**src/design/lsfh_pkg.sv**
```systemverilog
// ----------------------------------------------------------------------------
// lsfh_pkg: shared types and constants of the sparkle-fade renderer
// Field widths, register indexes, reset values and the reciprocal
// constants used by the shared multiply/divide unit.
// ----------------------------------------------------------------------------
`default_nettype none

package lsfh_pkg;

  localparam int NUM_LEDS_DEF = 60;

  localparam int IDX_W      = 6;
  localparam int HUE_W      = 9;
  localparam int PCT_W      = 7;
  localparam int COLOR_W    = 8;
  localparam int EXTRA_W    = 5;
  localparam int SAT_W      = 8;
  localparam int DIM_AMT_W  = 6;
  localparam int SECTOR_W   = 3;
  localparam int FRAC_W     = 6;
  localparam int CFG_IDX_W  = 2;
  localparam int CFG_DATA_W = 9;

  localparam int DIM_BASE    = 25;
  localparam int FADE_STEP   = 7;
  localparam int PCT_MAX     = 100;
  localparam int HUE_FULL    = 360;
  localparam int SECTOR_SPAN = 60;
  localparam int RGB_FULL    = 255;

  // floor(p / d) = (p * ceil(2^23 / d)) >> 23, exact for p < 2^16
  localparam int PROD_W    = 16;
  localparam int RECIP_W   = 18;
  localparam int DIV_SHIFT = 23;
  localparam int RECIP_100 = 83887;
  localparam int RECIP_60  = 139811;

  localparam logic [CFG_IDX_W-1:0] REG_HUE        = 2'd0;
  localparam logic [CFG_IDX_W-1:0] REG_SAT_LIMIT  = 2'd1;
  localparam logic [CFG_IDX_W-1:0] REG_BRIGHTNESS = 2'd2;
  localparam logic [CFG_IDX_W-1:0] REG_STRIP_ON   = 2'd3;

  localparam logic [HUE_W-1:0] HUE_RST        = 9'd0;
  localparam logic [PCT_W-1:0] SAT_LIMIT_RST  = 7'd100;
  localparam logic [PCT_W-1:0] BRIGHTNESS_RST = 7'd100;
  localparam logic             STRIP_ON_RST   = 1'b1;

  typedef enum logic {
    DIV_100,
    DIV_60
  } div_sel_e;

  typedef struct packed {
    logic [COLOR_W-1:0] op_a;
    logic [COLOR_W-1:0] op_b;
    div_sel_e           div_sel;
  } md_req_t;

endpackage

`default_nettype wire

```
**src/design/lsfh_ram.sv**
```systemverilog
// ----------------------------------------------------------------------------
// lsfh_ram: generic single-write, single-read RAM
// One write port, one read port with registered read data.
// ----------------------------------------------------------------------------
`default_nettype none

module lsfh_ram #(
  parameter int WIDTH = 8,
  parameter int DEPTH = 64
) (
  input  logic                                       clk_i,
  input  logic                                       we_i,
  input  logic [((DEPTH > 1) ? $clog2(DEPTH) : 1)-1:0] waddr_i,
  input  logic [WIDTH-1:0]                           wdata_i,
  input  logic                                       re_i,
  input  logic [((DEPTH > 1) ? $clog2(DEPTH) : 1)-1:0] raddr_i,
  output logic [WIDTH-1:0]                           rdata_o
);

  logic [WIDTH-1:0] mem_q [DEPTH];
  logic [WIDTH-1:0] rdata_q;

  always_ff @(posedge clk_i) begin
    if (we_i) begin
      mem_q[waddr_i] <= wdata_i;
    end
    if (re_i) begin
      rdata_q <= mem_q[raddr_i];
    end
  end

  assign rdata_o = rdata_q;

endmodule

`default_nettype wire

```
**src/design/lsfh_muldiv.sv**
```systemverilog
// ----------------------------------------------------------------------------
// lsfh_muldiv: shared scaled-product unit
// Computes floor(a * b / 100) or floor(a * b / 60) in two register stages:
// product first, then multiplication by the reciprocal and a shift.
// ----------------------------------------------------------------------------
`default_nettype none

module lsfh_muldiv
  import lsfh_pkg::*;
(
  input  logic               clk_i,
  input  md_req_t            req_i,
  output logic [COLOR_W-1:0] quot_o
);

  logic [PROD_W-1:0]         prod_q;
  div_sel_e                  sel_q;
  logic [COLOR_W-1:0]        quot_q;
  logic [RECIP_W-1:0]        recip;
  logic [PROD_W+RECIP_W-1:0] scaled;

  always_comb begin
    case (sel_q)
      DIV_60:  recip = RECIP_W'(RECIP_60);
      default: recip = RECIP_W'(RECIP_100);
    endcase
    scaled = (PROD_W+RECIP_W)'(prod_q) * (PROD_W+RECIP_W)'(recip);
  end

  always_ff @(posedge clk_i) begin
    prod_q <= PROD_W'(req_i.op_a) * PROD_W'(req_i.op_b);
    sel_q  <= req_i.div_sel;
    quot_q <= scaled[DIV_SHIFT +: COLOR_W];
  end

  assign quot_o = quot_q;

endmodule

`default_nettype wire

```
**src/design/led_sparkle_fade_hsv_renderer.sv**
```systemverilog
// ----------------------------------------------------------------------------
// led_sparkle_fade_hsv_renderer: per-LED saturation fade with HSV output
// Dim requests lower one LED's level; frame requests fade every level and
// stream one RGB pixel per LED through a shared multiply/divide unit.
//
//   channel   direction  handshake              payload
//   cfg       in         cfg_we_i               cfg_index_i, cfg_data_i
//   in        in         in_valid_i/in_ready_o  req_type_i, led_index_i,
//                                               dim_extra_i
//   out       out        out_valid_o/out_ready_i pixel_index_o, red_o,
//                                               green_o, blue_o, last_o
//
// A dim request reads the RAM, then writes the level back; one beyond the
// strip is accepted without a RAM access.
// A frame request first scales the brightness through the shared two-stage
// unit; each LED then uses it twice (min and adjust terms).
// Reset clears the levels through one valid bit per LED; no clearing pass.
// The output register holds one pixel; the block waits in its emit step
// while the previous pixel is still held.
// ----------------------------------------------------------------------------
`default_nettype none

module led_sparkle_fade_hsv_renderer
  import lsfh_pkg::*;
#(
  parameter int NUM_LEDS = NUM_LEDS_DEF
) (
  input  logic                  clk_i,
  input  logic                  rst_ni,
  input  logic                  cfg_we_i,
  input  logic [CFG_IDX_W-1:0]  cfg_index_i,
  input  logic [CFG_DATA_W-1:0] cfg_data_i,
  input  logic                  in_valid_i,
  output logic                  in_ready_o,
  input  logic                  req_type_i,
  input  logic [IDX_W-1:0]      led_index_i,
  input  logic [EXTRA_W-1:0]    dim_extra_i,
  output logic                  out_valid_o,
  input  logic                  out_ready_i,
  output logic [IDX_W-1:0]      pixel_index_o,
  output logic [COLOR_W-1:0]    red_o,
  output logic [COLOR_W-1:0]    green_o,
  output logic [COLOR_W-1:0]    blue_o,
  output logic                  last_o
);

  localparam int LED_AW = (NUM_LEDS > 1) ? $clog2(NUM_LEDS) : 1;
  localparam logic [IDX_W:0]   LED_COUNT = (IDX_W+1)'(NUM_LEDS);
  localparam logic [IDX_W-1:0] LAST_IDX  = IDX_W'(NUM_LEDS - 1);

  localparam logic [3:0] S_IDLE   = 4'd0;
  localparam logic [3:0] S_DIM_WR = 4'd1;
  localparam logic [3:0] S_TOP_W1 = 4'd2;
  localparam logic [3:0] S_TOP_W2 = 4'd3;
  localparam logic [3:0] S_FADE   = 4'd4;
  localparam logic [3:0] S_BOT_W1 = 4'd5;
  localparam logic [3:0] S_BOT_W2 = 4'd6;
  localparam logic [3:0] S_ADJ_W1 = 4'd7;
  localparam logic [3:0] S_ADJ_W2 = 4'd8;
  localparam logic [3:0] S_EMIT   = 4'd9;

  logic [3:0]           state_q, state_d;
  logic [IDX_W-1:0]     cnt_q, cnt_next;
  logic [DIM_AMT_W-1:0] dim_amt_q;
  logic [SECTOR_W-1:0]  sector_q, sector;
  logic [FRAC_W-1:0]    frac_q, frac;
  logic [COLOR_W-1:0]   top_q, bot_q, adj_q;
  logic [NUM_LEDS-1:0]  vld_q;
  logic                 rd_vld_q;

  logic [HUE_W-1:0]     hue_q;
  logic [PCT_W-1:0]     sat_limit_q, brightness_q;
  logic                 strip_on_q;

  logic                 out_valid_q, out_last_q;
  logic [IDX_W-1:0]     out_idx_q;
  logic [COLOR_W-1:0]   out_red_q, out_green_q, out_blue_q;

  logic                 in_fire, dim_ok, out_free, out_load;
  logic                 rd_en, wr_en;
  logic [LED_AW-1:0]    rd_addr, wr_addr;
  logic [SAT_W-1:0]     wr_data, ram_rdata, sat_cur;
  logic [HUE_W-1:0]     hue_mod, hue_base;
  logic [PCT_W-1:0]     val_pct, fade_lvl, s_conv, s_comp;
  logic [SAT_W:0]       fade_sum, dim_diff;
  logic [SAT_W-1:0]     dim_lvl;
  logic [COLOR_W-1:0]   md_quot, red, green, blue;
  md_req_t              md_req;

  assign in_ready_o = (state_q == S_IDLE);
  assign in_fire    = in_valid_i && in_ready_o;
  assign dim_ok     = ({1'b0, led_index_i} < LED_COUNT);
  assign out_free   = !out_valid_q || out_ready_i;
  assign cnt_next   = cnt_q + IDX_W'(1);

  // hue sector and offset
  always_comb begin
    hue_mod = (hue_q >= HUE_W'(HUE_FULL)) ? hue_q - HUE_W'(HUE_FULL) : hue_q;
    if (hue_mod >= HUE_W'(5 * SECTOR_SPAN)) begin
      sector = 3'd5;
    end else if (hue_mod >= HUE_W'(4 * SECTOR_SPAN)) begin
      sector = 3'd4;
    end else if (hue_mod >= HUE_W'(3 * SECTOR_SPAN)) begin
      sector = 3'd3;
    end else if (hue_mod >= HUE_W'(2 * SECTOR_SPAN)) begin
      sector = 3'd2;
    end else if (hue_mod >= HUE_W'(SECTOR_SPAN)) begin
      sector = 3'd1;
    end else begin
      sector = 3'd0;
    end
    hue_base = HUE_W'(sector) * HUE_W'(SECTOR_SPAN);
    frac     = FRAC_W'(hue_mod - hue_base);
  end

  always_comb begin
    if (!strip_on_q) begin
      val_pct = '0;
    end else if (brightness_q > PCT_W'(PCT_MAX)) begin
      val_pct = PCT_W'(PCT_MAX);
    end else begin
      val_pct = brightness_q;
    end
  end

  // level arithmetic on the stored entry
  always_comb begin
    sat_cur  = rd_vld_q ? ram_rdata : '0;
    fade_sum = {sat_cur[SAT_W-1], sat_cur} + (SAT_W+1)'(FADE_STEP);
    if (fade_sum[SAT_W]) begin
      fade_lvl = '0;
    end else if (fade_sum[SAT_W-1:0] > {1'b0, sat_limit_q}) begin
      fade_lvl = sat_limit_q;
    end else begin
      fade_lvl = fade_sum[PCT_W-1:0];
    end
    s_conv   = (fade_lvl > PCT_W'(PCT_MAX)) ? PCT_W'(PCT_MAX) : fade_lvl;
    s_comp   = PCT_W'(PCT_MAX) - s_conv;
    dim_diff = {sat_cur[SAT_W-1], sat_cur} - (SAT_W+1)'(dim_amt_q);
    dim_lvl  = (dim_diff[SAT_W] && !dim_diff[SAT_W-1]) ? {1'b1, {(SAT_W-1){1'b0}}}
                                                         : dim_diff[SAT_W-1:0];
  end

  // sequencer
  always_comb begin
    state_d  = state_q;
    rd_en    = 1'b0;
    rd_addr  = cnt_q[LED_AW-1:0];
    wr_en    = 1'b0;
    wr_addr  = cnt_q[LED_AW-1:0];
    wr_data  = {1'b0, fade_lvl};
    out_load = 1'b0;
    md_req   = '{op_a: '0, op_b: '0, div_sel: DIV_100};
    unique case (state_q)
      S_IDLE: begin
        if (in_fire) begin
          if (req_type_i) begin
            md_req  = '{op_a: {1'b0, val_pct}, op_b: COLOR_W'(RGB_FULL), div_sel: DIV_100};
            state_d = S_TOP_W1;
          end else if (dim_ok) begin
            rd_en   = 1'b1;
            rd_addr = led_index_i[LED_AW-1:0];
            state_d = S_DIM_WR;
          end
        end
      end
      S_DIM_WR: begin
        wr_en   = 1'b1;
        wr_data = dim_lvl;
        state_d = S_IDLE;
      end
      S_TOP_W1: state_d = S_TOP_W2;
      S_TOP_W2: begin
        rd_en   = 1'b1;
        state_d = S_FADE;
      end
      S_FADE: begin
        wr_en   = 1'b1;
        md_req  = '{op_a: top_q, op_b: {1'b0, s_comp}, div_sel: DIV_100};
        state_d = S_BOT_W1;
      end
      S_BOT_W1: state_d = S_BOT_W2;
      S_BOT_W2: begin
        md_req  = '{op_a: top_q - md_quot, op_b: {2'b0, frac_q}, div_sel: DIV_60};
        state_d = S_ADJ_W1;
      end
      S_ADJ_W1: state_d = S_ADJ_W2;
      S_ADJ_W2: state_d = S_EMIT;
      S_EMIT: begin
        if (out_free) begin
          out_load = 1'b1;
          if (cnt_q == LAST_IDX) begin
            state_d = S_IDLE;
          end else begin
            rd_en   = 1'b1;
            rd_addr = cnt_next[LED_AW-1:0];
            state_d = S_FADE;
          end
        end
      end
      default: state_d = S_IDLE;
    endcase
  end

  always_comb begin
    case (sector_q)
      3'd0: begin
        red = top_q; green = bot_q + adj_q; blue = bot_q;
      end
      3'd1: begin
        red = top_q - adj_q; green = top_q; blue = bot_q;
      end
      3'd2: begin
        red = bot_q; green = top_q; blue = bot_q + adj_q;
      end
      3'd3: begin
        red = bot_q; green = top_q - adj_q; blue = top_q;
      end
      3'd4: begin
        red = bot_q + adj_q; green = bot_q; blue = top_q;
      end
      default: begin
        red = top_q; green = bot_q; blue = top_q - adj_q;
      end
    endcase
  end

  always_ff @(posedge clk_i or negedge rst_ni) begin
    if (!rst_ni) begin
      state_q     <= S_IDLE;
      vld_q       <= '0;
      rd_vld_q    <= 1'b0;
      out_valid_q <= 1'b0;
      hue_q       <= HUE_RST;
      sat_limit_q <= SAT_LIMIT_RST;
      brightness_q <= BRIGHTNESS_RST;
      strip_on_q  <= STRIP_ON_RST;
    end else begin
      state_q <= state_d;
      if (wr_en) begin
        vld_q[wr_addr] <= 1'b1;
      end
      if (rd_en) begin
        rd_vld_q <= vld_q[rd_addr];
      end
      if (out_load) begin
        out_valid_q <= 1'b1;
      end else if (out_ready_i) begin
        out_valid_q <= 1'b0;
      end
      if (cfg_we_i) begin
        unique case (cfg_index_i)
          REG_HUE:        hue_q        <= cfg_data_i;
          REG_SAT_LIMIT:  sat_limit_q  <= cfg_data_i[PCT_W-1:0];
          REG_BRIGHTNESS: brightness_q <= cfg_data_i[PCT_W-1:0];
          REG_STRIP_ON:   strip_on_q   <= cfg_data_i[0];
        endcase
      end
    end
  end

  always_ff @(posedge clk_i) begin
    if (in_fire) begin
      cnt_q     <= req_type_i ? '0 : led_index_i;
      dim_amt_q <= DIM_AMT_W'(DIM_BASE) + DIM_AMT_W'(dim_extra_i);
      sector_q  <= sector;
      frac_q    <= frac;
    end else if (out_load) begin
      cnt_q <= cnt_next;
    end
    if (state_q == S_TOP_W2) begin
      top_q <= md_quot;
    end
    if (state_q == S_BOT_W2) begin
      bot_q <= md_quot;
    end
    if (state_q == S_ADJ_W2) begin
      adj_q <= md_quot;
    end
    if (out_load) begin
      out_idx_q   <= cnt_q;
      out_red_q   <= red;
      out_green_q <= green;
      out_blue_q  <= blue;
      out_last_q  <= (cnt_q == LAST_IDX);
    end
  end

  lsfh_ram #(
    .WIDTH(SAT_W),
    .DEPTH(NUM_LEDS)
  ) u_level_ram (
    .clk_i   (clk_i),
    .we_i    (wr_en),
    .waddr_i (wr_addr),
    .wdata_i (wr_data),
    .re_i    (rd_en),
    .raddr_i (rd_addr),
    .rdata_o (ram_rdata)
  );

  lsfh_muldiv u_muldiv (
    .clk_i  (clk_i),
    .req_i  (md_req),
    .quot_o (md_quot)
  );

  assign out_valid_o   = out_valid_q;
  assign pixel_index_o = out_idx_q;
  assign red_o         = out_red_q;
  assign green_o       = out_green_q;
  assign blue_o        = out_blue_q;
  assign last_o        = out_last_q;

endmodule

`default_nettype wire

```
**config.mk**
```make
export PLATFORM = sky130hd
export DESIGN_NAME = led_sparkle_fade_hsv_renderer
export DESIGN_NICKNAME = d
export VERILOG_FILES = /design/src/design/lsfh_pkg.sv /design/src/design/lsfh_ram.sv /design/src/design/lsfh_muldiv.sv /design/src/design/led_sparkle_fade_hsv_renderer.sv
export SDC_FILE = /design/constraint.sdc
export NUM_CORES = 2
export LEC_CHECK = 0
export ABC_AREA = 1
export ABC_CLOCK_PERIOD_IN_PS = 5900
export CAP_MARGIN = 20
export CORE_ASPECT_RATIO = 0.8
export CORE_MARGIN = 2
export CORE_UTILIZATION = 59
export DETAILED_ROUTE_END_ITERATION = 10
export DONT_BUFFER_PORTS = 1
export PLACE_DENSITY = 0.82
export SLEW_MARGIN = 30
export SYNTH_ARGS = -nofsm -noshare
export SYNTH_HDL_FRONTEND = slang
export SYNTH_HIERARCHICAL = 1
export SYNTH_SLANG_ARGS = --single-unit
```
**constraint.sdc**
```tcl
create_clock -name clk_i -period 5.9 [get_ports clk_i]
set_input_delay 0.59 -clock clk_i [delete_from_list [all_inputs] [get_ports clk_i]]
set_output_delay 0.59 -clock clk_i [all_outputs]
set_load 0.1 [all_outputs]
```
==> reports/metrics.cfg <==
[finish]
fin_cells=5260
drive_gt1_frac=0.118
seq_area_sq_mm=0.0197
final_net_count=4751
area_growth_pct=13.5
multiInputGateArea_sq_mm=0.0175
fill_cells=4724

[clock_network]
cts_tree=built
clockRootBuffer=clkbuf_16
cts_buffers=69
insertion_delay_ns=0.63
cts.sinks=679
clockBufferDepth=3
cts.clk_slew.worst_paths_ns=0.06
htreeDepth=3

[synth]
netlist_area_sq_mm=0.0398
ys_warn_count=6
synth_commonest_cells=nand2_1, inv_1, edfxtp_1, nand3_1, nor2_1
synthFlopType=edfxtp_1
yosys.area.top_type=edfxtp_1
ys_ff_latch=679
syn_inst=4172
synthArstFlopShare=0.133
syn_area_per_cell_sq_um=9.53
yosys.cell_count.top_type=nand2_1
yosysSeqAreaShare=0.495
synth_top_area_frac=0.426
synth_cell_type_count=66
synthTopCellsByArea=edfxtp_1, nand2_1, fa_1
synth_edf_count=564

[worst_setup_path]
crit_path_start_kind=flip-flop
cp-end-kind=flip-flop
crit_path_top_delay_cell=fa_1
crit_required_ns=6.42
crit_fanout=8
r2r_start=rd_vld_q
critPathMostFrequentCell=nand2_4
max_stage_delay_ns=0.61
r2r_slack_ns=-0.87
crit_end=u_muldiv/prod_q[12]
rr_worst_depth=44
critPathLaunch=rd_vld_q
arrival_ns=7.28
r2r_end=u_muldiv/prod_q[12]
crit_type=flip-flop to flip-flop

[hold_path]
hold_class=primary input to flip-flop
hold_path_depth=2

[pwr]
p_leak_nw=20.6
p_per_area_mw_per_mm2=581
ir_worst_vdd_uv=718

[timing]
setup_viol=72
setup_slack_ns=-0.867
finalMaxSlewViolations=0
worstMarginPinSlew_ns=1.02
post-route-period-util=1.15
rsz0062_at_grt=true
finalSetupTns_ns=-43.27
finalClockSkew_ns=0.0338
max_slew_margin=0.312
period_needed_ns=6.77
hold_violations=0
fmax_mhz=148
holdWs_ns=0.0964

[routing]
first_pass_iters=6
m1WireLength_um=42400
vias=30600
antenna_left=0
drt_iter0_markers=3954
routed_wl_um=105000
wl_per_cell_um=20.0
drc_errors=0
met2_wirelength_um=47300
maxUsedRoutingLayer=met4
wl_met3_um=12700
viasPerCell=5.82

[floorplan]
ioPinCount=61
die_w_um=294
initial_core_util=0.594
dieArea_sq_mm=0.0695
coreArea_sq_mm=0.0670
row_count=85
die_y_um=236

[placement]
portBuffers=0
post-place-ws_ns=-0.623
dpl.hpwl_um=68200
globalplace.congestion=0.955
placed_cells=5063

[job]
max_cap_viol_count=0

[global_route]
gr-total-overflow=0
grt_max_degree=168
track_usage=0.296
grt_first_pass_wirelength_um=160000
antenna_found_initial=0
grt_pass1_vias=29500

[run_status]
violations=setup timing
status=finished with violations

## logic make-up (layout without fill, tap and decap cells)
group,after synthesis,in the layout,synth area share
other cells,2,19,0.000189
simple gates,1869,1869,0.201
fa+ha+maj,387,387,0.156
compound gates,340,340,0.0519
buf+inv,849,1050,0.0864
flops,679,679,0.495
mux,1,1,0.000283
xor+xnor,45,45,0.00991
## worst max-delay path: cells and delay by family, from the launching register on
| kind | cells | cell delay [ns] |
|---|---|---|
| compound gates | 2 | 0.42 |
| xor+xnor | 1 | 0.15 |
| buf+inv | 5 | 0.38 |
| flops | 1 | 0.42 |
| simple gates | 29 | 2.52 |
| fa+ha+maj | 7 | 2.74 |
## flip-flops by register name, indices dropped and copies added, names as in the netlist, 9 cells and up
| signal | cells |
|---|---|
| u_level_ram/mem_q | 480 |
| vld_q | 60 |
| u_muldiv/prod_q | 16 |
| hue_q | 9 |
## placed cells by master, fill, tap and decap left out, drive strengths merged, types with 5 or more instances in the layout
cell and count:
nand2 1077, inv 703, edfxtp 564, nand3 467, nor2 256, buf 214, ha 208, fa 179
o21ai 140, clkbuf 90, dfrtp 83, a21oi 75, o21bai 34, clkinv 33, o211ai 30, nand4 29
xor2 27, dfxtp 25, conb 18, xnor2 18, nor3 16, o22ai 15, or2 11, o2111ai 9
dfstp 7, a21o 7, nor4 6, bufinv 5, a31oi 5, o221ai 5
## how the worst min path moves through the flow
stage / start / endpoint
3_3_place_gp: rst_ni / vld_q[11]
4_1_cts: cfg_index_i[1] / strip_on_q
5_1_grt: cfg_data_i[7] / hue_q[7]
2_1_floorplan: rst_ni / brightness_q[0]
6_report: cfg_index_i[1] / strip_on_q
3_5_place_dp: rst_ni / vld_q[11]
## where the power goes
group	leakage, nW	switching [mW]	total, mW	internal (mW)
clock network	1.09	1.90	4.35	2.45
logic	13.0	9.41	14.3	4.93
registers	6.48	0.416	7.54	7.12
total	20.6	11.7	26.2	14.5
## metal layers
metal	vias up	track usage
met1	14600	0.429
met4	0	0.0781
li1	13900	-
met3	230	0.0731
met2	1866	0.448
met5	-	0
## cell type report
type                       instances  share of cell area
antenna                            1           0.0000554
clock buffer                      86              0.0403
clock inverter                    38             0.00951
inverter                         707              0.0591
multi-input combinational       2660               0.387
sequential                       679               0.437
tap                              870              0.0241
timing repair buffer             219              0.0435
## timing repair
action,4_1_cts,5_1_grt
endpoints found under the hold margin,90,0
setup endpoints to repair,11,80
setup buffers,46,18
pin swaps,35,58
hold buffers,2,0
gates cloned,0,7
gates resized for setup,43,78
## stage by stage
stage | total power [mW] | utilization | area [sq um]
finish | 26.2 | 0.674 | 45100
global route | 27.8 | 0.674 | 45100
CTS | 24.9 | 0.664 | 44500
detailed placement | 19.8 | 0.622 | 41700
global placement | 19.4 | 0.622 | 41600
floorplan | 15.8 | - | 40000
Power figures use the tool's default switching activity.
